**src/sv/bba_ram.sv**
```systemverilog
// ----------------------------------------------------------------------------
// bba_ram
// Generic single-write, single-read RAM with a registered read port.
// ----------------------------------------------------------------------------
`default_nettype none

module bba_ram #(
    parameter int WIDTH = 64,
    parameter int DEPTH = 64
) (
    input  wire logic                     i_clk,
    input  wire logic                     i_we,
    input  wire logic [$clog2(DEPTH)-1:0] i_waddr,
    input  wire logic [WIDTH-1:0]         i_wdata,
    input  wire logic                     i_re,
    input  wire logic [$clog2(DEPTH)-1:0] i_raddr,
    output logic      [WIDTH-1:0]         o_rdata
);

    logic [WIDTH-1:0] r_mem [DEPTH];

    always_ff @(posedge i_clk) begin
        if (i_we) begin
            r_mem[i_waddr] <= i_wdata;
        end
        if (i_re) begin
            o_rdata <= r_mem[i_raddr];
        end
    end

endmodule

`default_nettype wire

```
**config.mk**
```make
export PLATFORM = sky130hd
export DESIGN_NAME = bba_ram
export DESIGN_NICKNAME = d
export VERILOG_FILES = /design/src/sv/bba_ram.sv
export SDC_FILE = /design/constraint.sdc
export NUM_CORES = 2
export LEC_CHECK = 0
export BUFFER_PORTS_ARGS = -buffer_cell sky130_fd_sc_hd__buf_2
export CORE_MARGIN = 2
export CORE_UTILIZATION = 30
export CTS_CLUSTER_DIAMETER = 120
export DETAILED_ROUTE_END_ITERATION = 10
export PLACE_DENSITY_LB_ADDON = 0.05
export SETUP_SLACK_MARGIN = 0.3
export SLEW_MARGIN = 5
export SYNTH_ARGS = -nofsm -noshare
export SYNTH_HDL_FRONTEND = slang
export SYNTH_SLANG_ARGS = --single-unit
```
**constraint.sdc**
```tcl
create_clock -name i_clk -period 17 [get_ports i_clk]
set_input_delay 0 -clock i_clk [delete_from_list [all_inputs] [get_ports i_clk]]
set_output_delay 0 -clock i_clk [all_outputs]
set_load 0.05 [all_outputs]
```
-- Word level (Yosys, flattened, before mapping)
Memory sizes are Yosys's and may differ from the RTL's. A register that Yosys moved wholly into a read port is not among the register bits.
Cells that the tools add are included.
- bits in registers: 0
- RAM bits: 4096
- input bits: 79
- memories kept: 1
- memory list (memory ; words ; bits a word ; read ports ; clocked after Yosys merged registers in ; write ports ; line ; RTL):
    r_mem ; 64 ; 64 ; 1 ; 1 ; 1 ; 20 ; logic [WIDTH-1:0] r_mem [DEPTH];
- muxes and demuxes: 2
- operators with widths (cell ; count):
    2-to-1 mux 1 bit ; 2

-- Depth between registers and ports, before layout
- depth after elaboration: 2
- gate-level depth with buffers: 9

-- Least setup slack after synthesis
No wires, ideal clock.
- kind: input-to-reg
- start: in i_waddr[3]
- end: mem r_mem[48][0], enable pin
- arrival time: 4.872 ns
- slack: 11.564 ns
- cell stages on the path: 4
- path through: clkbuf_1 -> nor2b_1 -> nand4b_1 -> nor3_1
- RTL lines (item ; line ; RTL):
    start, declared ; 13 ; input wire logic [$clog2(DEPTH)-1:0] i_waddr,
    end, declared ; 20 ;
Straight into the memory's write port.

==> impl_results.md <==
- Status: finished, final reports clean
- R2R depth: 4
- Kind of critical path: in2reg
- Top cells by area, synth: edfxtp_1 (80%), mux4_2 (15%), mux2i_1 (0.86%)
- Share of layout cells above drive strength 1: 0.285
- Total GRT Usage: 0.204
- Met2 Use GR: 0.347
- Seq pwr share: 0.516
- CP Buf/Inv Count: 5
- Via count: 75534
- Gr ovfl total: 0
- Final net count: 7262
- Crit-path cells: dlygate4sd3_1 > buf_8 > nor2b_4 > buf_4 > buf_4 > buf_4 > a22oi_1 > and3_1 > a211oi_1
- Largest delay share family, worst path: buffers and inverters
- Final HPWL from detailed placement: 298000 um
- Critical path data arrival time: 5.31 ns
- Crit path launch type: input pin
- Largest net degree at the start of global routing: 88
- Vias in the first global route: 78967
- CP max-delay cell: nor2b_4
- Die ar.: 529000 um2
- #FFs+latches synth: 4160
- Post-synth top area share: 0.796
- Routed vias/inst: 5.20
- DIE HEIGHT: 727 um
- CTS root buf: clkbuf_16
- # IOs: 143
- Clock-pin slew on the worst setup and hold paths: 0.06 ns
- Final setup vio count: 0
- Clock group share of total power: 0.435
- Combinational share of power: 0.049
- Switch Pwr: 4950 uW
- Longest Clk Path Bufs: 4
- Cell variety after synth: 32
- # clock sinks: 4160
- Core area: 521000 um2
- Most frequent cell after synthesis: edfxtp_1
- Worst vdd ir: 0.0910 mV
- Met3 Usage GRT: 0.0236
- Reg2reg end: o_rdata[59]
- Req. time, crit path: 17.69 ns
- CTS tree: done
- Port Buffer Count: 142
- Most Frequent Cell on Critical Path: buf_4
- Most used routing layer: met2
- Routed wire per std cell: 37.8 um
- RSZ-0062 raised after global routing: false
- Met1 Use GR: 0.286
- Hold Startpoint: i_waddr[4]
- Std cell rows: 265
- Crit-path max cell delay: 1.02 ns
- Post-layout min period: 4.62 ns
- Fillers: 48006
- Synth Flop Type: edfxtp_1
- Worst Clk Skew: 0.0519 ns
- Leakage: 0.0561 uW
- Fin. max-slew vios: 0
- Hold EP: r_mem[32][28]
- Max Fclk: 0.216 GHz
- Power Dens Cells: 121 nW/um2
- Max cap viols: 0
- Min-Delay Path Depth: 3
- Initial core utilization: 0.301
- Hold WS: 0.112 ns
- Area grow syn2layout: 16.3%
- First-pass GRT wire length: 732000 um
- Ys async rst share: 0
- Antenna violations before repair: 70
- Worst slew pin tran: 1.33 ns
- Switching part of the total: 0.224
- Final period util: 0.272
- Drt initial violations: 7573
- Routed Antenna Nets: 0
- Flop2flop setup slack: 14.70 ns
- Sequential share of the synthesized area: 0.796
- Synth area leader: edfxtp_1
- Post-route DRC: 0
- Origin of the critical flop-to-flop path: r_mem[38][59]
- Post-Synthesis Cell Area: 157000 um2
- Setup tns final: 0 ns
- Hold WC Path Type: in2reg
- Post-layout util: 0.351
- Crit path max fanout: 42
- Post-synth EDFFs: 4160
- Synth cell count leaders: edfxtp_1 (4160), mux4_2 (1024), buf_2 (170)
- CTS Buf Count: 472
- Synth Instances: 6598
- Post-synthesis average cell area: 23.8 um2
- Pint: 17200 uW
- Die W: 727 um
- Yosys warnings: 0
- DRT Wirelength: 549000 um
- Placer Congestion: 0.724
- Clk_lat worst skew: 1.03 ns
- Mapped Nets: 6677
- DRT Pass-1 Iters: 5
- Crit end category: flop
- Rel. slew slack: 0.113
- H-tree levels: 5
- Fin. Hold Viols: 0
## placed cells by master (no fill, tap or decap), drive strengths merged, types with 23 or more instances in the layout
cell            n
a211oi         63
a22o           88
a22oi         168
a41oi          26
and3           64
buf           405
bufinv         23
clkbuf        591
clkinv        238
dlygate4sd3    76
edfxtp       4160
inv            32
mux2i         135
mux4         1024
nand2          58
nand3          45
nor2          112
nor2b          28
o221ai         38
o22ai          83
or2            28
or3            29
## layer usage
layer	wire length [um]	share of wire
met3	21600	0.039
met1	245000	0.45
met2	273000	0.50
met4	9880	0.018
met5	86	0.00016
## worst max-delay path by stage
stage | startpoint | to | cells past startpoint
after global routing | i_raddr[0] | o_rdata[24] | 10
after floorplan | i_waddr[3] | r_mem[48][0] | 4
after detailed placement | i_raddr[0] | o_rdata[24] | 10
after global placement | i_raddr[0] | o_rdata[24] | 10
final | i_raddr[2] | o_rdata[7] | 9
after CTS | i_raddr[0] | o_rdata[24] | 10
## area by class of cell
cell class / count / area (um2) / area share
multi-input combinational: 2049 / 30800 / 0.169
sequential: 4160 / 125000 / 0.684
antenna: 11 / 27.5 / 0.000151
inverter: 19 / 71.3 / 0.000390
timing repair buffer: 481 / 3730 / 0.0204
clock inverter: 283 / 2110 / 0.0116
clock buffer: 591 / 12300 / 0.0675
tap: 6942 / 8690 / 0.0476
## timing repair
item / CTS / global route
buffers inserted: 0 / 0
hold buffers: 76 / 0
setup endpoints to repair: 0 / 0
gates resized for setup: 0 / 0
endpoints found under the hold margin: 4614 / 0
## cells by family after synthesis
logic type / share of synthesized area
compound gates: 0.0247
buf+inv: 0.0118
flops: 0.796
mux: 0.156
simple gates: 0.0123
## power by group through the flow
stage / Clock (uW) / Combinational [uW] / Sequential, uW
4_1_cts: 9920 / 1110 / 11400
3_3_place_gp: 0 / 1080 / 11600
5_1_grt: 10300 / 1150 / 11400
6_report: 9650 / 1080 / 11400
2_1_floorplan: 0 / 529 / 11700
3_5_place_dp: 0 / 1090 / 11600
## worst reg2reg max path: stages (launching register included)
cell and delay (ns):
edfxtp_1 0.35, mux4_2 0.47, or3_1 0.35, a41oi_1 0.59, a211oi_1 0.21
## sequential cells by signal, summed over array words and instances, names as in the netlist
register / count
o_rdata: 64
r_mem: 4096
## through the flow
step	setup slack [ns]	area [um2]	instances	total power [uW]
after floorplan	11.56	157000	6598	12200
after global placement	11.04	167000	13575	12700
after detailed placement	11.10	167000	13575	12700
after CTS	12.25	183000	14525	22500
after global routing	11.87	183000	14526	22900
final	12.38	183000	14536	22200
Note: power is estimated with default switching activity, not from simulation.
