$ cat config.mk
export PLATFORM = sky130hd
export DESIGN_NAME = bba_pick
export DESIGN_NICKNAME = d
export VERILOG_FILES = /design/src/sv/bba_pkg.sv /design/src/sv/bba_pick.sv
export SDC_FILE = /design/constraint.sdc
export NUM_CORES = 1
export LEC_CHECK = 0
export ABC_AREA = 1
export BUFFER_PORTS_ARGS = -buffer_cell sky130_fd_sc_hd__buf_2
export CAP_MARGIN = 20
export CORE_ASPECT_RATIO = 0.75
export CORE_UTILIZATION = 40
export DETAILED_ROUTE_END_ITERATION = 10
export PLACE_DENSITY = 0.91
export REMOVE_ABC_BUFFERS = 1
export SLEW_MARGIN = 20
export SYNTH_ARGS = -nofsm -noshare
export SYNTH_HDL_FRONTEND = slang
export SYNTH_SLANG_ARGS = --single-unit
$ cat constraint.sdc
create_clock -name vclk -period 6.2
set_input_delay 0.62 -clock vclk [all_inputs]
set_output_delay 0.62 -clock vclk [all_outputs]
set_load 0.01 [all_outputs]
$ cat src/sv/bba_pkg.sv
// ----------------------------------------------------------------------------
// bba_pkg
// Types, constants and helpers shared by the bitmap block allocator.
// ----------------------------------------------------------------------------
`default_nettype none

package bba_pkg;

    localparam int MAX_BLOCKS = 4096;
    localparam int WORD_BITS  = 64;
    localparam int MAP_WORDS  = MAX_BLOCKS / WORD_BITS;
    localparam int WORD_AW    = $clog2(MAP_WORDS);
    localparam int BIT_AW     = $clog2(WORD_BITS);
    localparam int BLK_AW     = $clog2(MAX_BLOCKS);
    localparam int CNT_W      = 13;
    localparam int OFF_W      = 32;
    localparam int REGION_W   = 33;
    localparam int SHIFT_W    = 5;
    localparam int CFG_W      = 33;

    localparam logic [CNT_W-1:0] COUNT_MAX  = {CNT_W{1'b1}};
    localparam logic [CNT_W-1:0] BLOCKS_CAP = CNT_W'(MAX_BLOCKS);

    typedef enum logic [1:0] {
        CMD_ALLOC  = 2'd0,
        CMD_FREE   = 2'd1,
        CMD_FORMAT = 2'd2
    } t_cmd;

    typedef enum logic [1:0] {
        ST_OK      = 2'd0,
        ST_OOM     = 2'd1,
        ST_IGNORED = 2'd2
    } t_status;

    typedef enum logic [1:0] {
        CFG_USABLE   = 2'd0,
        CFG_SHIFT    = 2'd1,
        CFG_REGION   = 2'd2,
        CFG_RESERVED = 2'd3
    } t_cfg_idx;

    // result of the two priority searches
    typedef struct packed {
        logic               open_found;
        logic [WORD_AW-1:0] open_word;
        logic [BIT_AW-1:0]  clear_bit;
    } t_pick;

    function automatic logic [CNT_W-1:0] clamp_blocks(input logic [CNT_W-1:0] n);
        return (n > BLOCKS_CAP) ? BLOCKS_CAP : n;
    endfunction

    // content of a map word right after a format of n reserved blocks
    function automatic logic [WORD_BITS-1:0] fmt_word(input logic [CNT_W-1:0] n,
                                                      input logic [WORD_AW-1:0] w);
        logic [CNT_W-BIT_AW-1:0] nw;
        logic [CNT_W-BIT_AW-1:0] wx;
        nw = n[CNT_W-1:BIT_AW];
        wx = (CNT_W-BIT_AW)'(w);
        if (wx < nw)
            return {WORD_BITS{1'b1}};
        else if (wx == nw)
            return (WORD_BITS'(1) << n[BIT_AW-1:0]) - WORD_BITS'(1);
        else
            return '0;
    endfunction

endpackage

`default_nettype wire

$ cat src/sv/bba_pick.sv
// ----------------------------------------------------------------------------
// bba_pick
// Priority searches: first map word not full, lowest clear bit of a word.
// ----------------------------------------------------------------------------
`default_nettype none

module bba_pick (
    input  wire logic [bba_pkg::MAP_WORDS-1:0] i_full,
    input  wire logic [bba_pkg::WORD_BITS-1:0] i_word,
    output bba_pkg::t_pick                     o_pick
);
    import bba_pkg::*;

    always_comb begin
        o_pick.open_found = ~&i_full;
        o_pick.open_word  = '0;
        // lowest clear bit falls back to the top bit on a full word
        o_pick.clear_bit  = BIT_AW'(WORD_BITS - 1);
        for (int w = MAP_WORDS - 1; w >= 0; w--) begin
            if (!i_full[w]) begin
                o_pick.open_word = WORD_AW'(w);
            end
        end
        for (int b = WORD_BITS - 2; b >= 0; b--) begin
            if (!i_word[b]) begin
                o_pick.clear_bit = BIT_AW'(b);
            end
        end
    end

endmodule

`default_nettype wire

* Yosys cells after proc, flatten, opt, wreduce, memory -nomap -nowiden
Index checks and enable logic that the tools add are counted.
Word-level totals: flip-flop bits (word level) 0, logic and storage cells 129
Operators by class: mux-type cells 127, reduce and logical (&&, ||, !) cells 2
Operators by type and width (number):
- $mux 6 | 126
- $reduce_and 64->1 | 1
- $logic_not 1->1 | 1
- $mux 1 | 1

* Longest topological paths before layout
word-level depth 64, depth in mapped cells 63, depth with buffers taken out 63

* Worst setup path after synthesis
Ideal clock, no wire load.
path kind in2out, start in i_word[62] in the netlist's numbering, end out o_pick[0] in the netlist's numbering, data arrival time 3.385 ns, slack 2.195 ns, stages on the path 60, buffers on the path 0, path through inv_1 -> a21boi_0 -> o21ai_1 -> nand2_1 -> nand2_1 -> nand2_1 -> nand2_1 -> nand2_1 -> nand2_1 -> nand2_1 -> nand2_1 -> nand2_1 -> nand2_1 -> nand2_1 -> nand2_1 -> nand2_1 -> nand2_1 -> nand2_1 -> (+24 left out) -> nand2_1 -> nand2_1 -> nand2_1 -> nand2_1 -> nand2_1 -> nand2_1 -> nand2_1 -> nand2_1 -> nand2_1 -> nand2_1 -> nand2_1 -> nand2_1 -> nand2_1 -> nand2_1 -> nand2_1 -> nand2_1 -> nand2_1 -> a21oi_1
RTL lines:
- start: declaration | RTL line bba_pick.sv:9 | input wire logic [bba_pkg::WORD_BITS-1:0] i_word,
- end: declaration | RTL line bba_pick.sv:10 | output bba_pkg::t_pick o_pick

==> results.ini <==
[logic_synthesis]
yosys_warnings = 0
synth.cell_area_mm2 = 0.00133
yosysUniqueCellTypes = 16
synthCells = 323
ys_seq_area_frac = 0
synth_area_per_cell_um2 = 4.12

[pwr]
p_total_uw = 108
leakage_uw = 0.00129
comb_power_share = 1.000
power.density_mw_per_mm2 = 51.9
swShare = 0.517
clockPowerShare = 0
ir_drop_mv = 0.0343
p_switching_uw = 55.8
pwr-share-seq = 0
p_int_uw = 52.1

[detailed_routing]
vias_per_cell = 4.76
num_vias = 2384
wl_per_cell_um = 9.02
routed_wl_um = 4520
dr.first_iter.drc_count = 72
remaining_drc_errors = 0
drtAntennaViolNets = 0
drt_first_pass_iters = 5

[placed_design]
placed_cells = 501
hpwl_um = 4200
globalplace.congestion = 0.877
port_buffers = 140

[global_routing]
antenna_found_initial = 0
grt-ovfl-total = 0
grt_start_max_net_pins = 4
first_global_vias = 1915
grt_pass1_wl_um = 7100
grtUsageTotal = 0.245

[hold_path]
hold_class = in2out

[worst_setup_path]
crit_fanout = 3
end_kind = primary output
critPathTopFamily = simple AND/OR/NAND/NOR gates
max_stage_delay_ps = 130
cp.arrival_ps = 3830
crit_slowest_cell = buf_2
critical_path_class = in2out
cp-start-kind = input pin
path_buf_inv = 3
cp_common_cell = nand2_1
worstPathRequired_ps = 5580

[clocking]
cts_setup_buffers = 0
cts_resized = 0
hold_buffers = 0

[timing]
tightest_slew_ps = 389
slew-limit-headroom = 0.738
rsz0062_at_grt = no
drv_slew = 0
fin_crit_sh = 0.718
finalSetupViolations = 0
hold_ws_ps = 1510
max_freq_ghz = 0.225
fin_setup_tns_ps = 0
min_period_ps = 4450
hold_viol_final = 0

[floorplanning]
start_util = 0.438
chipWidth_um = 68.6
dieArea_mm2 = 0.00357
num_rows = 17
core_area_mm2 = 0.00304
die_h_um = 52.0
ios = 141

[cells_and_area]
regArea_um2 = 0
layout.cells.non_filler = 501
seq_cell_count = 0
clock_buffers = 0
drive_above_1_share = 0.305
synthToLayoutAreaGrowth_pct = 56.2
finalCoreUtilization = 0.684
antenna_cells = 0
fin_nets = 593

[run]
maxCapViolCount = 0

[run_status]
outcome = finished, final reports clean

final cells by class:
cell class	instances	area, µm²
multi-input cells	304	1260
fillers	308	962
repair buffers	140	701
inverters	19	71.3
well taps	38	47.5
cell families (layout without fill, tap and decap cells):
group	after synthesis	in the layout	share of synthesized area
buffers and inverters	19	159	0.0536
AO/OA/AOI/OAI	35	35	0.158
AND/OR/NAND/NOR	269	269	0.789
cells in the final DEF (no fill, tap or decap):
master	netlist	layout
a21oi_1	9	9
nand4_1	5	5
o21ai_1	1	1
buf_2	0	140
nor2_1	51	51
nor3_1	5	5
a21oi_2	1	1
inv_1	19	19
a311o_1	1	1
nand2_1	195	195
a31oi_1	9	9
o21bai_1	3	3
nor4_1	4	4
a21boi_0	2	2
o21ai_0	8	8
o31ai_1	1	1
nand3_1	9	9
metal layers:
layer | vias up | wire length, µm | track usage
met2 | 82 | 2270 | 0.492
li1 | 1314 | - | -
met3 | 4 | 320 | 0.0110
met5 | - | 0 | 0
met1 | 984 | 1910 | 0.290
met4 | 0 | 19 | 0.0208
Yosys cell counts, drive strengths merged:
cell type  number  share of area
nand2         195           0.55
nor2           51           0.14
inv            19          0.054
a21oi          10          0.040
a31oi           9          0.042
nand3           9          0.034
o21ai           9          0.034
nand4           5          0.023
nor3            5          0.019
nor4            4          0.019
o21bai          3          0.017
a21boi          2          0.011
a311o           1         0.0075
o31ai           1         0.0056
tightest hold or removal path: cells and delay by family:
kind	cells	cell delay [ps]
AO/OA/AOI/OAI	1	50
buffers and inverters	2	220
final timing paths:
| kind | from | end | cells after the start |
|---|---|---|---|
| setup / recovery | i_full[63] | o_pick[6] | 65 |
| hold / removal | i_word[1] | o_pick[0] | 3 |
power groups by stage:
stage	Sequential (µW)	Combinational, µW	Clock (µW)
2_1_floorplan	0	48.7	0
3_3_place_gp	0	104	0
3_5_place_dp	0	107	0
4_1_cts	0	108	0
5_1_grt	0	125	0
6_report	0	108	0
metrics by stage:
step	area (µm²)	setup slack [ps]
2_1_floorplan	1330	2190
3_3_place_gp	2080	1820
3_5_place_dp	2080	1780
4_1_cts	2080	1760
5_1_grt	2080	842
6_report	2080	1750
(Power assumes the default switching activity.)
